--- src/rtl/core/bmb_queue.sv ---
// Two-entry queue between the front end and the search/emit engine.
// Depends on nothing but the clock and reset.
module bmb_queue #(
	parameter int unsigned WIDTH = 32
) (
	input  logic             clk,
	input  logic             arst_n,
	input  logic             push,
	input  logic [WIDTH-1:0] din,
	output logic             ready,
	output logic             valid,
	output logic [WIDTH-1:0] dout,
	input  logic             pop
);
	logic [WIDTH-1:0] slot_q [2];
	logic             wr_ptr_q;
	logic             rd_ptr_q;
	logic [1:0]       cnt_q;

	assign ready = (cnt_q != 2'd2);
	assign valid = (cnt_q != 2'd0);
	assign dout  = slot_q[rd_ptr_q];

	always_ff @(posedge clk) begin
		if (push) begin
			slot_q[wr_ptr_q] <= din;
		end
	end

	always_ff @(posedge clk or negedge arst_n) begin
		if (!arst_n) begin
			wr_ptr_q <= 1'b0;
			rd_ptr_q <= 1'b0;
			cnt_q    <= 2'd0;
		end else begin
			if (push) wr_ptr_q <= ~wr_ptr_q;
			if (pop)  rd_ptr_q <= ~rd_ptr_q;
			case ({push, pop})
				2'b10:   cnt_q <= cnt_q + 2'd1;
				2'b01:   cnt_q <= cnt_q - 2'd1;
				default: cnt_q <= cnt_q;
			endcase
		end
	end

endmodule

--- config.mk ---
export PLATFORM = sky130hd
export DESIGN_NAME = bmb_queue
export DESIGN_NICKNAME = d
export VERILOG_FILES = /design/src/rtl/core/bmb_queue.sv
export SDC_FILE = /design/constraint.sdc
export NUM_CORES = 1
export LEC_CHECK = 0
export BUFFER_PORTS_ARGS = -buffer_cell sky130_fd_sc_hd__clkbuf_2
export CORE_AREA = 2 2 70 138
export CTS_CLUSTER_SIZE = 16
export DETAILED_ROUTE_END_ITERATION = 10
export DIE_AREA = 0 0 72 140
export HOLD_SLACK_MARGIN = 0.03
export PLACE_DENSITY = 0.49
export SETUP_SLACK_MARGIN = 0.02
export SLEW_MARGIN = 20
export SYNTH_ARGS = -nofsm -noshare
export SYNTH_HDL_FRONTEND = slang
export SYNTH_SLANG_ARGS = --single-unit
--- constraint.sdc ---
create_clock -name clk -period 2 [get_ports clk]
set_input_delay 0.3 -clock clk [delete_from_list [all_inputs] [get_ports clk]]
set_output_delay 0.3 -clock clk [all_outputs]
set_load 0.02 [all_outputs]
==> impl_metrics.env <==
export IMPL_grt_pass1_wl_mm=7.06
export IMPL_maxSlewViolCount=0
export IMPL_drive_above_1_share_pct=60.4
export IMPL_hold_depth=1
export IMPL_dp_hpwl_mm=3.11
export IMPL_synth_warnings=0
export IMPL_vias=1295
export IMPL_cp_required_ns=1.70
export IMPL_ios=70
export IMPL_synth_top_area_share_pct=72.6
export IMPL_antenna_found_initial=0
export IMPL_hold_violations=0
export IMPL_start_util_pct=29.4
export IMPL_synth_seq_cells=68
export IMPL_fmax_mhz=552
export IMPL_clk_pin_slew_worst_paths_ns=0.05
export IMPL_cts_tree="built"
export IMPL_ys_types=14
export IMPL_rsz0062_at_grt="false"
export IMPL_run_status="completed"
export IMPL_numPortBuffers=69
export IMPL_worstMarginPinSlew_ns=0.352
export IMPL_finalCritPeriodShare_pct=90.6
export IMPL_diodes=0
export IMPL_min_period_ns=1.81
export IMPL_wire_per_inst_um=15.1
export IMPL_post_cts_buffers=0
export IMPL_fin_worst_skew_ns=0.00365
export IMPL_placed_area_um2=3120
export IMPL_mostFrequentLayoutCells="clkbuf_2 (69), edfxtp_1 (64), mux2_4 (29), clkbuf_16 (9)"
export IMPL_whs_ns=0.164
export IMPL_ir_drop_mv=0.808
export IMPL_cellPowerDensity_nw_per_um2=1550
export IMPL_wl_mm=4.60
export IMPL_fp_dieH_um=140
export IMPL_min_delay_path_class="in2reg"
export IMPL_cp_start_kind="flop"
export IMPL_num_nets_final=234
export IMPL_internal_power_w=0.00376
export IMPL_route_detailed_drc=0
export IMPL_numCtsBuffers=9
export IMPL_vias_per_cell=4.26
export IMPL_clock_path_buffers=2
export IMPL_gp_congestion=0.604
export IMPL_drt_pass1_iter_count=3
export IMPL_detail_route_antenna_nets=0
export IMPL_cts_root_buffer="clkbuf_16"
export IMPL_crit_type="reg2out"
export IMPL_fin_area_um2=3430
export IMPL_pwr_share_seq_pct=37.5
export IMPL_power_switching_w=0.00156
export IMPL_setup_viol_count_final=0
export IMPL_tns_ns=0
export IMPL_endpoint_kind="output pin"
export IMPL_grt_max_degree=33
export IMPL_grt_use_total_pct=10.0
export IMPL_combinationalPowerShare_pct=32.3
export IMPL_die_x_um=72
export IMPL_row_count=49
export IMPL_grt_pass1_vias=1392
export IMPL_mostFrequentLayoutCell="clkbuf_2"
export IMPL_postCtsResizedCells=0
export IMPL_htreeDepth=3
export IMPL_netlist_top_cells_area="edfxtp_1 (73%), mux2_4 (16%), dfrtp_1 (3.8%)"
export IMPL_cp_max_fo=18
export IMPL_area_growth_pct=29.7
export IMPL_clock_power_share_pct=30.2
export IMPL_synth_fp_nets=153
export IMPL_grt_overflow=0
export IMPL_cts_sink_count=68
export IMPL_syn_inst=116
export IMPL_r2r_slack_ns=0.84
export IMPL_yosysSeqAreaShare_pct=76.3
export IMPL_slew_headroom_pct=76.5
export IMPL_die_area_um2=10100
export IMPL_clock_latency_ns=0.32
export IMPL_yosys_area_top_type="edfxtp_1"
export IMPL_avgSynthCellArea_um2=22.8
export IMPL_drt_iter0_markers=42
export IMPL_p_sw_share_pct=29.4
export IMPL_maxCapViolCount=0
export IMPL_syn_cell_area_um2=2650
export IMPL_arrival_ns=1.51
export IMPL_reg2reg_depth=2
export IMPL_core_um2=9010
export IMPL_p_leak_nw=1.40
export IMPL_fin_total_pwr_w=0.00532
## routing by layer
| layer | vias to the layer above | track usage, % | wire length [um] |
|---|---|---|---|
| met4 | 0 | 6.55 | 110 |
| met1 | 638 | 8.54 | 1510 |
| met2 | 40 | 17.8 | 2690 |
| met3 | 9 | 4.75 | 292 |
| li1 | 608 | - | - |
| met5 | - | 0 | 0 |
## worst max-delay path, cell delays in order, from the launching register on
cell      delay [ns]
dfrtp_2         0.35
buf_4           0.33
mux2_4          0.35
clkbuf_2        0.16
## synthesized netlist by cell type
cell      number
ha_1           1
dfrtp_1        4
mux2_2         3
xor2_1         3
buf_12         3
mux2_4        29
buf_6          1
and2_1         1
nor2_1         2
or2_2          1
xnor2_1        2
nand2b_1       1
inv_1          1
edfxtp_1      64
## per-stage QoR
step | setup slack [ns] | utilization [%] | std cells
finish | 0.188 | 38.1 | 304
detailed placement | 0.507 | 34.6 | 287
floorplan | 0.341 | - | 116
global route | 0.100 | 38.1 | 304
global placement | 0.519 | 34.6 | 287
CTS | 0.153 | 38.1 | 304
## power by group through the flow
stage	logic (W)	clock network, W	registers [W]
2_1_floorplan	0.00137	0	0.00200
3_3_place_gp	0.00176	0	0.00201
3_5_place_dp	0.00177	0	0.00202
4_1_cts	0.00177	0.00165	0.00200
5_1_grt	0.00184	0.00172	0.00202
6_report	0.00172	0.00161	0.00199
## timing repair
| item | in CTS | in global routing |
|---|---|---|
| hold endpoints to repair | 4 | 0 |
| hold buffers | 1 | 0 |
| setup endpoints to repair | 0 | 0 |
## worst paths after layout
| path | startpoint | to |
|---|---|---|
| max | rd_ptr_q | dout[26] |
| min | din[27] | slot_q[1][27] |
| max reg2reg | wr_ptr_q | slot_q[1][21] |
| max in group asynchronous | arst_n | rd_ptr_q |
| min in group asynchronous | arst_n | wr_ptr_q |
| min reg2reg | cnt_q[1] | cnt_q[1] |
## final cells by class
class,instances,area [um2]
clock buffer,11,233
clock inverter,5,76.3
fill,846,5580
inverter,1,3.75
multi-input combinational,43,561
sequential,68,2020
tap,102,128
timing repair buffer,74,410
## logic make-up (layout without fill, tap and decap cells)
family	after synthesis	after routing	share of synthesized area, %
DFF	68	68	76.3
and+or+nand+nor	5	5	0.993
adders and majority gates	1	1	0.472
xor gates and xnor gates	5	5	1.65
muxes	32	32	17.7
buffers and inverters	5	91	2.83
## flip-flops by register name, indices dropped and copies added (netlist names)
| register | count |
|---|---|
| slot_q | 64 |
| rd_ptr_q | 1 |
| cnt_q | 2 |
| wr_ptr_q | 1 |
Note: power is estimated with default switching activity, not from simulation.
