<file path="config.mk">
export PLATFORM = sky130hd
export DESIGN_NAME = bmb_front_flat
export DESIGN_NICKNAME = d
export VERILOG_FILES = /design/src/rtl/core/bmb_pkg.sv /design/src/rtl/core/bmb_if.sv /design/src/rtl/core/bmb_front.sv /design/src/flat_wrapper.sv
export SDC_FILE = /design/constraint.sdc
export NUM_CORES = 1
export LEC_CHECK = 0
export ABC_AREA = 1
export BUFFER_PORTS_ARGS = -buffer_cell sky130_fd_sc_hd__buf_4
export CORE_ASPECT_RATIO = 1.4
export CORE_MARGIN = 1.5
export CORE_UTILIZATION = 25
export CTS_CLUSTER_DIAMETER = 80
export CTS_CLUSTER_SIZE = 10
export DETAILED_ROUTE_END_ITERATION = 6
export GPL_ROUTABILITY_DRIVEN = 1
export PLACE_DENSITY = 0.56
export SYNTH_ARGS = -nofsm -noshare
export SYNTH_HDL_FRONTEND = slang
export SYNTH_SLANG_ARGS = --single-unit
</file>
<file path="constraint.sdc">
create_clock -name clk -period 1.9 [get_ports clk]
set_input_delay 0.38 -clock clk [delete_from_list [all_inputs] [get_ports clk]]
set_output_delay 0.38 -clock clk [all_outputs]
set_load 0.02 [all_outputs]
</file>
<file path="src/rtl/core/bmb_pkg.sv">
// Shared types and fixed field widths of the best-four block matcher.
// No dependencies; the interfaces and the front, back and top core modules import it.
package bmb_pkg;

	localparam int unsigned PIX_W       = 10;
	localparam int unsigned REGION_W    = 4;
	localparam int unsigned BOUND_W     = 5;  // clamped bound, at most BLOCK_DIM
	localparam int unsigned COORD_W     = 3;
	localparam int unsigned COST_W      = 25;
	localparam int unsigned SQ_W        = 20;
	localparam int unsigned OUT_MATCHES = 4;

	localparam logic [COST_W-1:0] COST_MAX = '1;

	// item as it leaves the front: masked pixel and clamped region bounds
	typedef struct packed {
		logic [PIX_W-1:0]   pixel;
		logic               last;
		logic [BOUND_W-1:0] row_start;
		logic [BOUND_W-1:0] row_end;
		logic [BOUND_W-1:0] col_start;
		logic [BOUND_W-1:0] col_end;
	} bmb_item_t;

	typedef struct packed {
		logic busy;
		logic searching;
	} bmb_stat_t;

endpackage

</file>
<file path="src/rtl/core/bmb_if.sv">
// Handshake channels of the block matcher: pixel input and result output.
// Depends on bmb_pkg for field widths.
interface bmb_pix_if;
	import bmb_pkg::*;
	logic                valid;
	logic                ready;
	logic [PIX_W-1:0]    pixel;
	logic                window_last;
	logic [REGION_W-1:0] region_row_start;
	logic [REGION_W-1:0] region_row_end;
	logic [REGION_W-1:0] region_col_start;
	logic [REGION_W-1:0] region_col_end;

	modport source (output valid, pixel, window_last, region_row_start, region_row_end,
		region_col_start, region_col_end, input ready);
	modport sink (input valid, pixel, window_last, region_row_start, region_row_end,
		region_col_start, region_col_end, output ready);
endinterface


</file>
<file path="src/rtl/core/bmb_front.sv">
// Front end: takes pixel items, masks the pixel, clamps the region bounds
// and tags each item with its window store address. Depends on bmb_pkg, bmb_if.
module bmb_front #(
	parameter int unsigned BLOCK_DIM    = 8,
	parameter int unsigned SEARCH_RANGE = 8,
	parameter int unsigned PIXEL_BITS   = 10,
	parameter int unsigned AW           = 8
) (
	input  logic                clk,
	input  logic                arst_n,
	bmb_pix_if.sink             pix_in,
	input  logic                q_ready,
	output logic                q_push,
	output logic [AW-1:0]       q_addr,
	output bmb_pkg::bmb_item_t  q_item
);
	import bmb_pkg::*;

	localparam int unsigned WIN   = BLOCK_DIM + SEARCH_RANGE;
	localparam int unsigned STORE = WIN * WIN;
	localparam logic [PIX_W-1:0] PIX_MASK = PIX_W'((1 << PIXEL_BITS) - 1);
	localparam logic [BOUND_W-1:0] DIM_B = BOUND_W'(BLOCK_DIM);

	logic [AW-1:0] fill_q;

	function automatic logic [BOUND_W-1:0] clamp_dim(input logic [REGION_W-1:0] v);
		logic [BOUND_W-1:0] w;
		w = BOUND_W'(v);
		return (w > DIM_B) ? DIM_B : w;
	endfunction

	assign pix_in.ready = q_ready;
	assign q_push       = pix_in.valid && q_ready;
	assign q_addr       = fill_q;

	always_comb begin
		q_item.pixel     = pix_in.pixel & PIX_MASK;
		q_item.last      = pix_in.window_last;
		q_item.row_start = clamp_dim(pix_in.region_row_start);
		q_item.row_end   = clamp_dim(pix_in.region_row_end);
		q_item.col_start = clamp_dim(pix_in.region_col_start);
		q_item.col_end   = clamp_dim(pix_in.region_col_end);
	end

	always_ff @(posedge clk or negedge arst_n) begin
		if (!arst_n) begin
			fill_q <= '0;
		end else if (q_push) begin
			if (pix_in.window_last || fill_q == AW'(STORE - 1)) begin
				fill_q <= '0;
			end else begin
				fill_q <= fill_q + 1'b1;
			end
		end
	end

endmodule

</file>
<file path="src/flat_wrapper.sv">
// flat-port wrapper written by rule: the top's interface ports become plain ports
module bmb_front_flat import bmb_pkg::*;
#(
	parameter int unsigned BLOCK_DIM    = 8,
	parameter int unsigned SEARCH_RANGE = 8,
	parameter int unsigned PIXEL_BITS   = 10,
	parameter int unsigned AW           = 8
)
  (clk, arst_n, q_ready, q_push, q_addr, q_item, pix_in_valid, pix_in_pixel, pix_in_window_last, pix_in_region_row_start, pix_in_region_row_end, pix_in_region_col_start, pix_in_region_col_end, pix_in_ready);
  bmb_pix_if pix_in_i ();
  input  logic clk;
  input  logic arst_n;
  input  logic q_ready;
  output logic q_push;
  output logic [AW-1:0] q_addr;
  output bmb_pkg::bmb_item_t q_item;
  input wire logic [$bits(pix_in_i.valid)-1:0] pix_in_valid;
  input wire logic [$bits(pix_in_i.pixel)-1:0] pix_in_pixel;
  input wire logic [$bits(pix_in_i.window_last)-1:0] pix_in_window_last;
  input wire logic [$bits(pix_in_i.region_row_start)-1:0] pix_in_region_row_start;
  input wire logic [$bits(pix_in_i.region_row_end)-1:0] pix_in_region_row_end;
  input wire logic [$bits(pix_in_i.region_col_start)-1:0] pix_in_region_col_start;
  input wire logic [$bits(pix_in_i.region_col_end)-1:0] pix_in_region_col_end;
  output wire logic [$bits(pix_in_i.ready)-1:0] pix_in_ready;
  assign pix_in_i.valid = pix_in_valid;
  assign pix_in_i.pixel = pix_in_pixel;
  assign pix_in_i.window_last = pix_in_window_last;
  assign pix_in_i.region_row_start = pix_in_region_row_start;
  assign pix_in_i.region_row_end = pix_in_region_row_end;
  assign pix_in_i.region_col_start = pix_in_region_col_start;
  assign pix_in_i.region_col_end = pix_in_region_col_end;
  assign pix_in_ready = pix_in_i.ready;
  bmb_front #(.BLOCK_DIM(BLOCK_DIM), .SEARCH_RANGE(SEARCH_RANGE), .PIXEL_BITS(PIXEL_BITS), .AW(AW)) u_core (.clk(clk), .arst_n(arst_n), .pix_in(pix_in_i), .q_ready(q_ready), .q_push(q_push), .q_addr(q_addr), .q_item(q_item));
endmodule
</file>
==> out/metrics.cfg <==
[global_route]
overflow=0
first_global_vias=702
grt_pass1_wl_um=3040
antenna_found_initial=0
grt_max_degree=9
track_usage_pct=12.2

[clock_network]
cts.sinks=8
numCtsBuffers=3
postCtsResizedCells=0
post_cts_buffers=0
clkTransAtPathRegs_ps=40
cts_tree=done
clk_latency_ps=230
clockRootBuffer=clkbuf_8
cts.path.max_buffers=2
htreeDepth=1

[yosys]
ys_top_cells_by_area=dfrtp_1 27%, buf_4 16%, nand2_1 12%
async_reset_ff_share_pct=100
synth_flop_cell=dfrtp_1
ys_ff_latch=8
yosysSeqAreaShare_pct=27.2
syn-instance-count=114
yosysUniqueCellTypes=17
syn_area_per_cell_um2=6.45
yosysTopAreaCellShare_pct=27.2
synth_commonest_cells=23 x nand2_1, 20 x nor2_1, 18 x inv_1
synth_edf_count=0
syn_area_um2=736
synth_most_common_cell=nand2_1
yosys_warnings=0
synth_area_leader_cell=dfrtp_1

[setup_path]
slowest_delay_ps=170
cp.required_ps=1520
cpMostUsedCell=buf_4
timing.rr.start=u_core.q_addr[1]
crit_start=pix_in_region_col_end[2]
critPathLaunchType=input port
crit_fanout=2
cp-end-kind=primary output
reg2regPathDepth=6
crit_chain=buf_4 -> nor2_1 -> nand2_1 -> a21boi_0 -> buf_4
cp.arrival_ps=940
cpMaxStageDelayCell=buf_4
critPathKind=input port to primary output

[die]
initial_core_util_pct=26.1
core-area_mm2=0.00282
dieArea_mm2=0.00328
die_h_um=67.2
top_level_ports=72
row_count=23
die_w_um=48.8

[run]
maxCapViolations=0

[sta]
finalHoldViolCount=0
tns_ps=0
period_share_pct=69.7
slew_viol_final=0
rsz0062_at_grt=no
period_minus_slack_ps=1320
max_freq_mhz=755
finalClockSkew_ps=2.41
setup_ws_ps=575
setup-violations-final=0
holdWs_ps=513

[final_layout]
n_antenna_cell=0
final_cells=185
largest_register_ffs=8
nFillCells=305
drive_gt1_share_pct=38.5
area_growth_syn_to_layout_pct=44.4
nNetsFinal=182

[placed_design]
post-place-ws_ps=566
routabilityCongestion=0.729
port_buffers=47
placedCellCount=181
dp_hpwl_um=1460

[drt]
postRouteWirelength_um=1780
drt_first_pass_iters=3
drc_errors=0
vias_per_cell=4.16
ant_nets=0
wl_per_cell_um=9.63
drtIter0Drc=2
via_count=769

[pwr]
leakage_nw=0.583
p_per_area_mw_per_mm2=563
vdd_drop_max_mv=0.332

[hold_path]
holdPathStages=4
hp-class=input port to flop
hp-start=pix_in_window_last

[status]
status=completed

## metrics by stage
stage	util (%)	area, um^2	power, mW
6_report	37.7	1060	0.598
4_1_cts	37.7	1060	0.609
5_1_grt	37.7	1060	0.636
3_5_place_dp	35.8	1010	0.393
2_1_floorplan	-	747	0.332
3_3_place_gp	35.8	1010	0.390
## logic make-up (layout without fill, tap and decap cells)
kind of cell / after synthesis / in the layout / share of synthesized area, %
other: 1 / 4 / 0.510
flip-flops: 8 / 8 / 27.2
AO/OA/AOI/OAI: 7 / 7 / 7.65
adder cells (fa/ha/maj): 1 / 1 / 1.70
AND/OR/NAND/NOR: 58 / 58 / 34.2
buffers and inverters: 38 / 69 / 27.6
XOR/XNOR: 1 / 1 / 1.19
## final timing paths
check / endpoint / slack, ps
worst max-delay path: q_item[0] / 580
worst min-delay path: u_core.q_addr[1] / 510
worst max register to register: u_core.q_addr[4] / 620
worst min register to register: u_core.q_addr[1] / 560
max in group asynchronous: u_core.q_addr[7] / 1240
min in group asynchronous: u_core.q_addr[2] / 530
## metal layers
layer  GRT usage [%]  vias up  share of wire [%]
met5               0        -                  0
met4            8.93        0                2.9
met1            11.6      332                 37
met3            3.98        5                 12
li1                -      387                  -
met2            22.3       45                 48
## layout by cell type, fill, tap and decap left out
master and instances:
a21oi_4 1, dfrtp_1 8, ha_1 1, nand4_1 2, nor2_1 20, inv_1 18, buf_4 47, nor2_2 2
xor2_1 1, dlygate4sd3_1 1, nand2_1 23, a21boi_0 4, nand2_2 3, nand3_1 7, conb_1 4, o21ai_0 2
clkbuf_8 3, nor2_4 1
## report_power, final
group	switching [mW]	internal (mW)
registers	0.0132	0.183
logic	0.105	0.0879
clock network	0.0710	0.138
total	0.190	0.408
## repair_timing
action	4_1_cts	5_1_grt
endpoints found under the setup margin	0	0
hold buffers	1	0
endpoints found under the hold margin	8	0
## cell type report
class,instances,area (um^2),area share (%)
Clock buffer,3,41.3,3.89
Inverter,18,67.6,6.36
Timing Repair Buffer,48,363,34.2
Multi-Input combinational cell,71,344,32.4
Sequential cell,8,200,18.8
Tap cell,37,46.3,4.36
## worst max-delay path: cells and delay by family
family / cells / cell delay (ps)
buffers and inverters: 2 / 280
AND/OR/NAND/NOR: 2 / 140
AO/OA/AOI/OAI: 1 / 150
Note: power is estimated with default switching activity, not from simulation.
